**config.mk**
```make
export PLATFORM = sky130hd
export DESIGN_NAME = knob_to_clock_divider_settings
export DESIGN_NICKNAME = d
export VERILOG_FILES = /design/src/rtl/kcd_pkg.sv /design/src/rtl/kcd_div.sv /design/src/rtl/knob_to_clock_divider_settings.sv
export VERILOG_INCLUDE_DIRS = /design/src /design/src/rtl
export SDC_FILE = /design/constraint.sdc
export NUM_CORES = 1
export LEC_CHECK = 0
export BUFFER_PORTS_ARGS = -buffer_cell sky130_fd_sc_hd__buf_4
export CORE_UTILIZATION = 60
export CTS_CLUSTER_DIAMETER = 200
export DETAILED_ROUTE_END_ITERATION = 6
export PLACE_DENSITY = 0.78
export SLEW_MARGIN = 20
export SYNTH_ARGS = -nofsm -noshare
export SYNTH_HDL_FRONTEND = slang
export SYNTH_SLANG_ARGS = --single-unit
```
**constraint.sdc**
```tcl
create_clock -name clk_i -period 8.65 [get_ports clk_i]
set_input_delay 0.4325 -clock clk_i [delete_from_list [all_inputs] [get_ports clk_i]]
set_output_delay 0.4325 -clock clk_i [all_outputs]
set_load 0.02 [all_outputs]
```
**src/rtl/knob_to_clock_divider_settings_assert.svh**
```systemverilog
// Assertion macros for the knob to clock divider settings block.
`ifndef KNOB_TO_CLOCK_DIVIDER_SETTINGS_ASSERT_SVH
`define KNOB_TO_CLOCK_DIVIDER_SETTINGS_ASSERT_SVH

`ifndef SYNTH
`define KCD_ASSERT(lbl, prop) \
  lbl: assert property (@(posedge clk_i) disable iff (!rst_ni) (prop)) \
    else $error("kcd assertion failed");
`define KCD_ASSERT_NR(lbl, prop) \
  lbl: assert property (@(posedge clk_i) (prop)) \
    else $error("kcd assertion failed");
`else
`define KCD_ASSERT(lbl, prop)
`define KCD_ASSERT_NR(lbl, prop)
`endif

`endif

```
**src/rtl/kcd_pkg.sv**
```systemverilog
package kcd_pkg;

  localparam int unsigned SampleW           = 10;
  localparam int unsigned SumW              = 14;
  localparam int unsigned SamplesPerReading = 16;
  localparam int unsigned CountW            = $clog2(SamplesPerReading);
  localparam int unsigned PrescaleLimit     = 15;
  localparam int unsigned CodeW             = 4;
  localparam int unsigned CmpW              = 8;
  localparam int unsigned MinFreqW          = 16;
  localparam int unsigned FreqW             = 24;
  localparam int unsigned ClockW            = 25;
  localparam int unsigned DivW              = 25;
  localparam int unsigned CfgIdxW           = 3;
  localparam int unsigned CfgDataW          = 25;

  localparam logic [SampleW-1:0]  PauseReset   = SampleW'(100);
  localparam logic [SampleW-1:0]  MaxThrReset  = SampleW'(1000);
  localparam logic [MinFreqW-1:0] MinFreqReset = MinFreqW'(2);
  localparam logic [FreqW-1:0]    MaxFreqReset = FreqW'(1000000);
  localparam logic [ClockW-1:0]   ClockReset   = ClockW'(8000000);

  typedef enum logic [CfgIdxW-1:0] {
    CFG_PAUSE    = 3'd0,
    CFG_MAX_THR  = 3'd1,
    CFG_MIN_FREQ = 3'd2,
    CFG_MAX_FREQ = 3'd3,
    CFG_CLOCK_HZ = 3'd4
  } cfg_idx_e;

  typedef struct packed {
    logic            start;
    logic [DivW-1:0] dividend;
    logic [DivW-1:0] divisor;
  } div_req_t;

  typedef struct packed {
    logic            busy;
    logic            done;
    logic [DivW-1:0] quotient;
  } div_rsp_t;

endpackage

```
**src/rtl/kcd_div.sv**
```systemverilog
module kcd_div (
  input  logic               clk_i,
  input  logic               rst_ni,
  input  kcd_pkg::div_req_t  req_i,
  output kcd_pkg::div_rsp_t  rsp_o
);
  import kcd_pkg::*;

  localparam int unsigned StepW = $clog2(DivW);

  logic [DivW-1:0]  quo_q, quo_d;
  logic [DivW-1:0]  rem_q, rem_d;
  logic [DivW-1:0]  dvs_q, dvs_d;
  logic [StepW-1:0] step_q, step_d;
  logic             busy_q, busy_d;
  logic             done_q, done_d;
  logic [DivW:0]    rem_sh;
  logic [DivW+1:0]  diff;
  logic             ge;

  always_comb begin
    rem_sh = {rem_q, quo_q[DivW-1]};
    diff   = {1'b0, rem_sh} - {2'b00, dvs_q};
    ge     = ~diff[DivW+1];
    quo_d  = quo_q;
    rem_d  = rem_q;
    dvs_d  = dvs_q;
    step_d = step_q;
    busy_d = busy_q;
    done_d = 1'b0;
    if (req_i.start) begin
      quo_d  = req_i.dividend;
      rem_d  = '0;
      dvs_d  = req_i.divisor;
      step_d = '0;
      busy_d = 1'b1;
    end else if (busy_q) begin
      quo_d  = {quo_q[DivW-2:0], ge};
      rem_d  = ge ? diff[DivW-1:0] : rem_sh[DivW-1:0];
      step_d = step_q + StepW'(1);
      if (step_q == StepW'(DivW - 1)) begin
        busy_d = 1'b0;
        done_d = 1'b1;
      end
    end
  end

  always_ff @(posedge clk_i or negedge rst_ni) begin
    if (!rst_ni) begin
      step_q <= '0;
      busy_q <= 1'b0;
      done_q <= 1'b0;
    end else begin
      step_q <= step_d;
      busy_q <= busy_d;
      done_q <= done_d;
    end
  end

  always_ff @(posedge clk_i) begin
    quo_q <= quo_d;
    rem_q <= rem_d;
    dvs_q <= dvs_d;
  end

  assign rsp_o.busy     = busy_q;
  assign rsp_o.done     = done_q;
  assign rsp_o.quotient = quo_q;

endmodule

```
**src/rtl/knob_to_clock_divider_settings.sv**
```systemverilog
// Knob to clock divider settings.
// Input channel (in_valid_i/in_ready_o/adc_sample_i): one 10-bit knob sample
// per transfer. Samples are summed in groups of 16; a non-final sample leaves
// the block idle, so it is ready again in the next cycle.
// The sixteenth sample starts the settings computation: frequency selection,
// a restoring divider (clock_hz / (2 * freq)) and the hand-over of its
// quotient, prescale normalization (0 to 14 shift steps, one per cycle, then
// one closing check), and the load of the output register. The input stays
// not ready from that sample until the output register is loaded; a stopped
// clock skips the divider.
// Output channel (out_valid_o/out_ready_i): one result per 16 samples, held in
// a register until its transfer. While it waits, samples keep being taken;
// a finished computation waits in its last step until the register frees.
// Configuration (cfg_we_i/cfg_idx_i/cfg_wdata_i): the user must write it only
// while the block is idle (not enforced); unknown indexes are dropped.
// Reset clears the sample sum and count, drops any pending result and loads
// the default thresholds, frequencies and clock rate.
`include "knob_to_clock_divider_settings_assert.svh"

module knob_to_clock_divider_settings (
  input  logic                          clk_i,
  input  logic                          rst_ni,
  input  logic                          cfg_we_i,
  input  logic [kcd_pkg::CfgIdxW-1:0]   cfg_idx_i,
  input  logic [kcd_pkg::CfgDataW-1:0]  cfg_wdata_i,
  input  logic                          in_valid_i,
  output logic                          in_ready_o,
  input  logic [kcd_pkg::SampleW-1:0]   adc_sample_i,
  output logic                          out_valid_o,
  input  logic                          out_ready_i,
  output logic                          clock_running_o,
  output logic [kcd_pkg::CodeW-1:0]     prescale_select_o,
  output logic [kcd_pkg::CmpW-1:0]      compare_value_o
);
  import kcd_pkg::*;

  typedef enum logic [4:0] {
    ST_IDLE = 5'b00001,
    ST_SEL  = 5'b00010,
    ST_DIV  = 5'b00100,
    ST_NORM = 5'b01000,
    ST_OUT  = 5'b10000
  } state_e;

  logic [SampleW-1:0]  pause_q, max_thr_q;
  logic [MinFreqW-1:0] min_freq_q;
  logic [FreqW-1:0]    max_freq_q;
  logic [ClockW-1:0]   clock_hz_q;

  state_e              state_q, state_d;
  logic [SumW-1:0]     sum_q, sum_d;
  logic [CountW-1:0]   cnt_q, cnt_d;
  logic [SampleW-1:0]  avg_q, avg_d;
  logic [CodeW-1:0]    code_q, code_d;
  logic [DivW-1:0]     quo_q, quo_d;
  logic                stop_q, stop_d;
  logic                out_valid_q, out_valid_d;
  logic                running_q, running_d;
  logic [CodeW-1:0]    presc_q, presc_d;
  logic [CmpW-1:0]     cmp_q, cmp_d;

  logic                in_xfer;
  logic [SumW-1:0]     sum_next;
  logic [SampleW-1:0]  avg_diff;
  logic [MinFreqW:0]   freq_lin;
  logic [FreqW-1:0]    freq;
  div_req_t            div_req;
  div_rsp_t            div_rsp;

  assign in_ready_o = (state_q == ST_IDLE);
  assign in_xfer    = in_valid_i & in_ready_o;
  assign sum_next   = sum_q + SumW'(adc_sample_i);

  always_comb begin
    avg_diff = avg_q - pause_q;
    freq_lin = {1'b0, min_freq_q} + (MinFreqW + 1)'(avg_diff >> 4);
    freq     = (avg_q > max_thr_q) ? max_freq_q : FreqW'(freq_lin);
    if (freq == '0) begin
      freq = FreqW'(1);
    end
  end

  always_comb begin
    state_d          = state_q;
    sum_d            = sum_q;
    cnt_d            = cnt_q;
    avg_d            = avg_q;
    code_d           = code_q;
    quo_d            = quo_q;
    stop_d           = stop_q;
    out_valid_d      = out_valid_q & ~out_ready_i;
    running_d        = running_q;
    presc_d          = presc_q;
    cmp_d            = cmp_q;
    div_req.start    = 1'b0;
    div_req.dividend = DivW'(clock_hz_q);
    div_req.divisor  = {freq, 1'b0};
    unique case (state_q)
      ST_IDLE: begin
        if (in_xfer) begin
          if (cnt_q == CountW'(SamplesPerReading - 1)) begin
            sum_d   = '0;
            cnt_d   = '0;
            avg_d   = SampleW'(sum_next >> CountW);
            state_d = ST_SEL;
          end else begin
            sum_d = sum_next;
            cnt_d = cnt_q + CountW'(1);
          end
        end
      end
      ST_SEL: begin
        code_d = CodeW'(1);
        if (avg_q < pause_q) begin
          stop_d  = 1'b1;
          state_d = ST_OUT;
        end else begin
          stop_d        = 1'b0;
          div_req.start = 1'b1;
          state_d       = ST_DIV;
        end
      end
      ST_DIV: begin
        if (div_rsp.done) begin
          quo_d   = div_rsp.quotient;
          state_d = ST_NORM;
        end
      end
      ST_NORM: begin
        if (quo_q > DivW'(2 ** CmpW - 1) && code_q < CodeW'(PrescaleLimit)) begin
          code_d = code_q + CodeW'(1);
          quo_d  = quo_q >> 1;
        end else begin
          state_d = ST_OUT;
        end
      end
      ST_OUT: begin
        if (!out_valid_q || out_ready_i) begin
          out_valid_d = 1'b1;
          running_d   = ~stop_q;
          presc_d     = stop_q ? '0 : code_q;
          if (stop_q || quo_q == '0) begin
            cmp_d = '0;
          end else begin
            cmp_d = quo_q[CmpW-1:0] - CmpW'(1);
          end
          state_d = ST_IDLE;
        end
      end
      default: state_d = ST_IDLE;
    endcase
  end

  kcd_div u_div (
    .clk_i  (clk_i),
    .rst_ni (rst_ni),
    .req_i  (div_req),
    .rsp_o  (div_rsp)
  );

  always_ff @(posedge clk_i or negedge rst_ni) begin
    if (!rst_ni) begin
      pause_q    <= PauseReset;
      max_thr_q  <= MaxThrReset;
      min_freq_q <= MinFreqReset;
      max_freq_q <= MaxFreqReset;
      clock_hz_q <= ClockReset;
    end else if (cfg_we_i) begin
      case (cfg_idx_e'(cfg_idx_i))
        CFG_PAUSE:    pause_q    <= cfg_wdata_i[SampleW-1:0];
        CFG_MAX_THR:  max_thr_q  <= cfg_wdata_i[SampleW-1:0];
        CFG_MIN_FREQ: min_freq_q <= cfg_wdata_i[MinFreqW-1:0];
        CFG_MAX_FREQ: max_freq_q <= cfg_wdata_i[FreqW-1:0];
        CFG_CLOCK_HZ: clock_hz_q <= cfg_wdata_i[ClockW-1:0];
        default: ;
      endcase
    end
  end

  always_ff @(posedge clk_i or negedge rst_ni) begin
    if (!rst_ni) begin
      state_q     <= ST_IDLE;
      sum_q       <= '0;
      cnt_q       <= '0;
      code_q      <= CodeW'(1);
      stop_q      <= 1'b0;
      out_valid_q <= 1'b0;
    end else begin
      state_q     <= state_d;
      sum_q       <= sum_d;
      cnt_q       <= cnt_d;
      code_q      <= code_d;
      stop_q      <= stop_d;
      out_valid_q <= out_valid_d;
    end
  end

  always_ff @(posedge clk_i) begin
    avg_q     <= avg_d;
    quo_q     <= quo_d;
    running_q <= running_d;
    presc_q   <= presc_d;
    cmp_q     <= cmp_d;
  end

  assign out_valid_o       = out_valid_q;
  assign clock_running_o   = running_q;
  assign prescale_select_o = presc_q;
  assign compare_value_o   = cmp_q;

  `KCD_ASSERT(a_last_sample_starts,
      in_xfer && cnt_q == CountW'(SamplesPerReading - 1) |=> state_q == ST_SEL)
  `KCD_ASSERT(a_div_active, state_q == ST_DIV |-> div_rsp.busy || div_rsp.done)
  `KCD_ASSERT(a_code_range,
      state_q == ST_NORM |-> code_q >= CodeW'(1) && code_q <= CodeW'(PrescaleLimit))
  `KCD_ASSERT(a_stop_zero,
      out_valid_o && !clock_running_o |-> prescale_select_o == '0 && compare_value_o == '0)

endmodule
```
==> summary.md <==
| Metric | Value |
|---|---|
| Status | `finished with violations` |
| Failing checks | `hold timing` |
| Clock Pin Slew Worst Setup and Hold Paths | `0.06 ns` |
| RSZ-0062 raised after global routing | `no` |
| Final min period | `3.92 ns` |
| Top FF cell, synth | `edfxtp_1` |
| Routed length per instance | `17.5 um` |
| Synth async-reset ratio | `49.8%` |
| Die ar. | `21900 um2` |
| GRT overflow | `0` |
| H-tree depth | `1` |
| Post-synthesis cell count | `1208` |
| Synthesis Warnings | `0` |
| Final core occ | `68.7%` |
| Die Ht | `148 um` |
| Ports | `58` |
| RePlAce Congestion | `0.920` |
| Synth Area in Simple Gates | `15.0%` |
| Hold crit path type | `input pin to asynchronous set/reset pin` |
| Global-route wire length before repair | `44900 um` |
| Max incr delay on CP | `0.51 ns` |
| Final hold violation count | `2` |
| Slowest CP cell | `dfstp_2` |
| Die width | `148 um` |
| Lkg Pwr | `6.03 nW` |
| Setup slack, reg-to-reg | `4.73 ns` |
| MaxCap Viol Count | `0` |
| CTS tree | `yes` |
| Number of flops mapped to enable cells by yosys | `97` |
| Hold Slack | `-0.00394 ns` |
| Relative slew slack | `30.1%` |
| Worst-path cell chain | `inv_1 -> ha_1 -> a211oi_2 -> nor3b_1 -> nor2_1 -> xnor2_1 -> ha_1 -> inv_1 -> fa_1 -> nand2b_1 -> a21oi_1 -> o31ai_1 -> mux2i_1 -> or4_1 -> o21ai_0 -> nand4b_1 -> o21ai_1` |
| Crit end category | `register` |
| Initial core utilization | `61.1%` |
| Clock latency on the worst-skew pair | `0.53 ns` |
| Arrival @ worst endpoint | `4.30 ns` |
| Post-CTS Resized | `0` |
| Aggregate global-route resource usage | `25.6%` |
| Worst Clk Skew | `0.0149 ns` |
| CTS Sinks | `243` |
| Cell Pwr Density | `290 nW/um2` |
| Antenna Cells | `0` |
| Synth area leaders | `edfxtp_1 (23%), dfrtp_1 (19%), mux2_2 (8.4%)` |
| Post-synthesis cell type count | `74` |
| Core area | `21000 um2` |
| CTS hold repair buffers | `0` |
| Compound-Gate Fraction of Synth Area | `11.4%` |
| Max-slew violations | `0` |
| Synthesized-area fraction occupied by adder cells | `6.92%` |
| Total power | `4.18 mW` |
| Top cells by count, synth | `nand2_1 (176), edfxtp_1 (97), mux2_2 (96), dfrtp_1 (95), o21ai_0 (81)` |
| Share of cells above drive strength 1 | `20.0%` |
| Post-Synthesis Mean Instance Area | `10.6 um2` |
| Multiplexer area fraction after synthesis | `9.38%` |
| Via density per instance | `5.85` |
| Syn Nets | `1320` |
| Area grow syn2layout | `12.4%` |
| Worst EP required | `9.03 ns` |
| Largest family of logic cells by synthesized area | `simple AND/OR/NAND/NOR gates` |
| CP Class | `register to register` |
| Setup Fix Bufs, Post-CTS | `0` |
| CTS Buf Count | `26` |
| R2R depth | `17` |
| Drt drc | `0` |
| Initial DRC count | `599` |
| Detailed Route WL | `27300 um` |
| Post-synth top area share | `22.8%` |
| F_max | `255 MHz` |
| Yosys reg bits | `243` |
| Final HPWL DP | `18900 um` |
| Pre-antenna DRT Iters | `5` |
| Most common cell in the netlist | `nand2_1` |
| Syn Std Cell Area | `12800 um2` |
| Largest net degree at the start of global routing | `69` |
| Largest fanout on the critical path | `6` |
| Worst vdd ir | `211 uV` |
| Least-Margin Pin Slew | `1.04 ns` |
| Row count | `53` |
| Startpoint type of the worst setup path | `register` |
| Final setup viols | `0` |
| Detailed-route via count | `9106` |
| Port buffer count | `57` |
| Vias in the first global route | `8817` |
| Clock buffer depth | `3` |
| CTS Root Cell | `clkbuf_16` |
| Setup TNS | `0 ns` |
| Final worst path period share | `45.3%` |
| Final nets | `1374` |
| Area leader, netlist | `edfxtp_1` |
| Initial antenna violation count | `0` |
| Final ANT Viol Nets | `0` |
| Seq/Total Area, Yosys | `50.6%` |
| Post-Synth XOR/XNOR Area | `3.22%` |
==> cells by family after synthesis <==
family,Yosys count
AO/OA/AOI/OAI,227
XOR/XNOR,47
adder cells (fa/ha/maj),69
buffers and inverters,113
flip-flops,243
multiplexers,108
AND/OR/NAND/NOR,401
==> stage by stage <==
step / instance area, um2 / std cells / setup WS [ns]
6_report: 14400 / 1557 / 4.73
3_3_place_gp: 13500 / 1509 / 4.90
5_1_grt: 14400 / 1557 / 4.51
4_1_cts: 14400 / 1557 / 4.76
3_5_place_dp: 13500 / 1509 / 4.78
2_1_floorplan: 12800 / 1208 / 5.17
==> worst max-delay path, delay by kind of cell (launching register included) <==
kind	cells	cell delay [ns]
AO/OA/AOI/OAI	5	1.12
buffers and inverters	2	0.10
XOR/XNOR	1	0.15
flip-flops	1	0.51
adder cells (fa/ha/maj)	3	0.79
AND/OR/NAND/NOR	5	0.94
multiplexers	1	0.15
==> layout make-up <==
type                    instances  area (um2)
clock buffers                  36         729
clock inverters                12         169
fillers                      1605        6560
inverters                      73         274
multi-input cells             852        5910
flip-flops and latches        243        6470
well taps                     275         344
repair buffers                 66         495
==> power by group <==
part           switching [mW]  total (mW)  internal (mW)
clock network           0.454        1.16          0.709
logic                   0.782        1.39          0.613
registers               0.156        1.62           1.46
==> per-layer routing <==
| layer | track usage (%) | share of wire (%) | up-vias |
|---|---|---|---|
| li1 | - | - | 4410 |
| met2 | 41.4 | 47 | 204 |
| met3 | 3.10 | 4.6 | 40 |
| met5 | 0 | 0 | - |
| met4 | 5.82 | 1.6 | 0 |
| met1 | 37.0 | 47 | 4452 |
==> worst paths after layout <==
path	end	startpoint
setup / recovery	u_div.dvs_q[1]$_SDFFCE_PN1P_	pause_q[2]$_DFFE_PN1P_
hold / removal	u_div.step_q[1]$_DFFE_PN0P_	rst_ni
setup reg to reg	u_div.dvs_q[1]$_SDFFCE_PN1P_	pause_q[2]$_DFFE_PN1P_
hold reg to reg	sum_q[0]$_DFFE_PN0P_	sum_q[0]$_DFFE_PN0P_
max in group asynchronous	min_freq_q[11]$_DFFE_PN0P_	rst_ni
min in group clk_i	clock_hz_q[24]$_DFFE_PN0P_	cfg_wdata_i[24]
==> cells in the final DEF, fill, tap and decap left out, drive strengths merged, types with 8 or more instances in the layout <==
cell    instances
nor3           20
nor4           10
nand2         176
inv            73
clkbuf         36
edfxtp         97
mux2i          12
nand2b         10
nor3b           8
o21a           13
mux2           96
and2           16
a21oi          36
xnor2          32
xor2           15
nor2b          15
dfstp          26
a31oi          22
o21ai          87
nor2           65
a21o           13
or3            15
nand4          11
dfrtp          95
ha             66
nand3          26
dfxtp          25
buf            66
==> flip-flops by register name, summed over array words and instances, names as in the netlist, 14 cells and up <==
| name | cells |
|---|---|
| min_freq_q | 16 |
| quo_q | 25 |
| u_div.rem_q | 25 |
| u_div.quo_q | 25 |
| u_div.dvs_q | 24 |
| clock_hz_q | 25 |
| sum_q | 14 |
| max_freq_q | 24 |
Power figures use the tool's default switching activity.
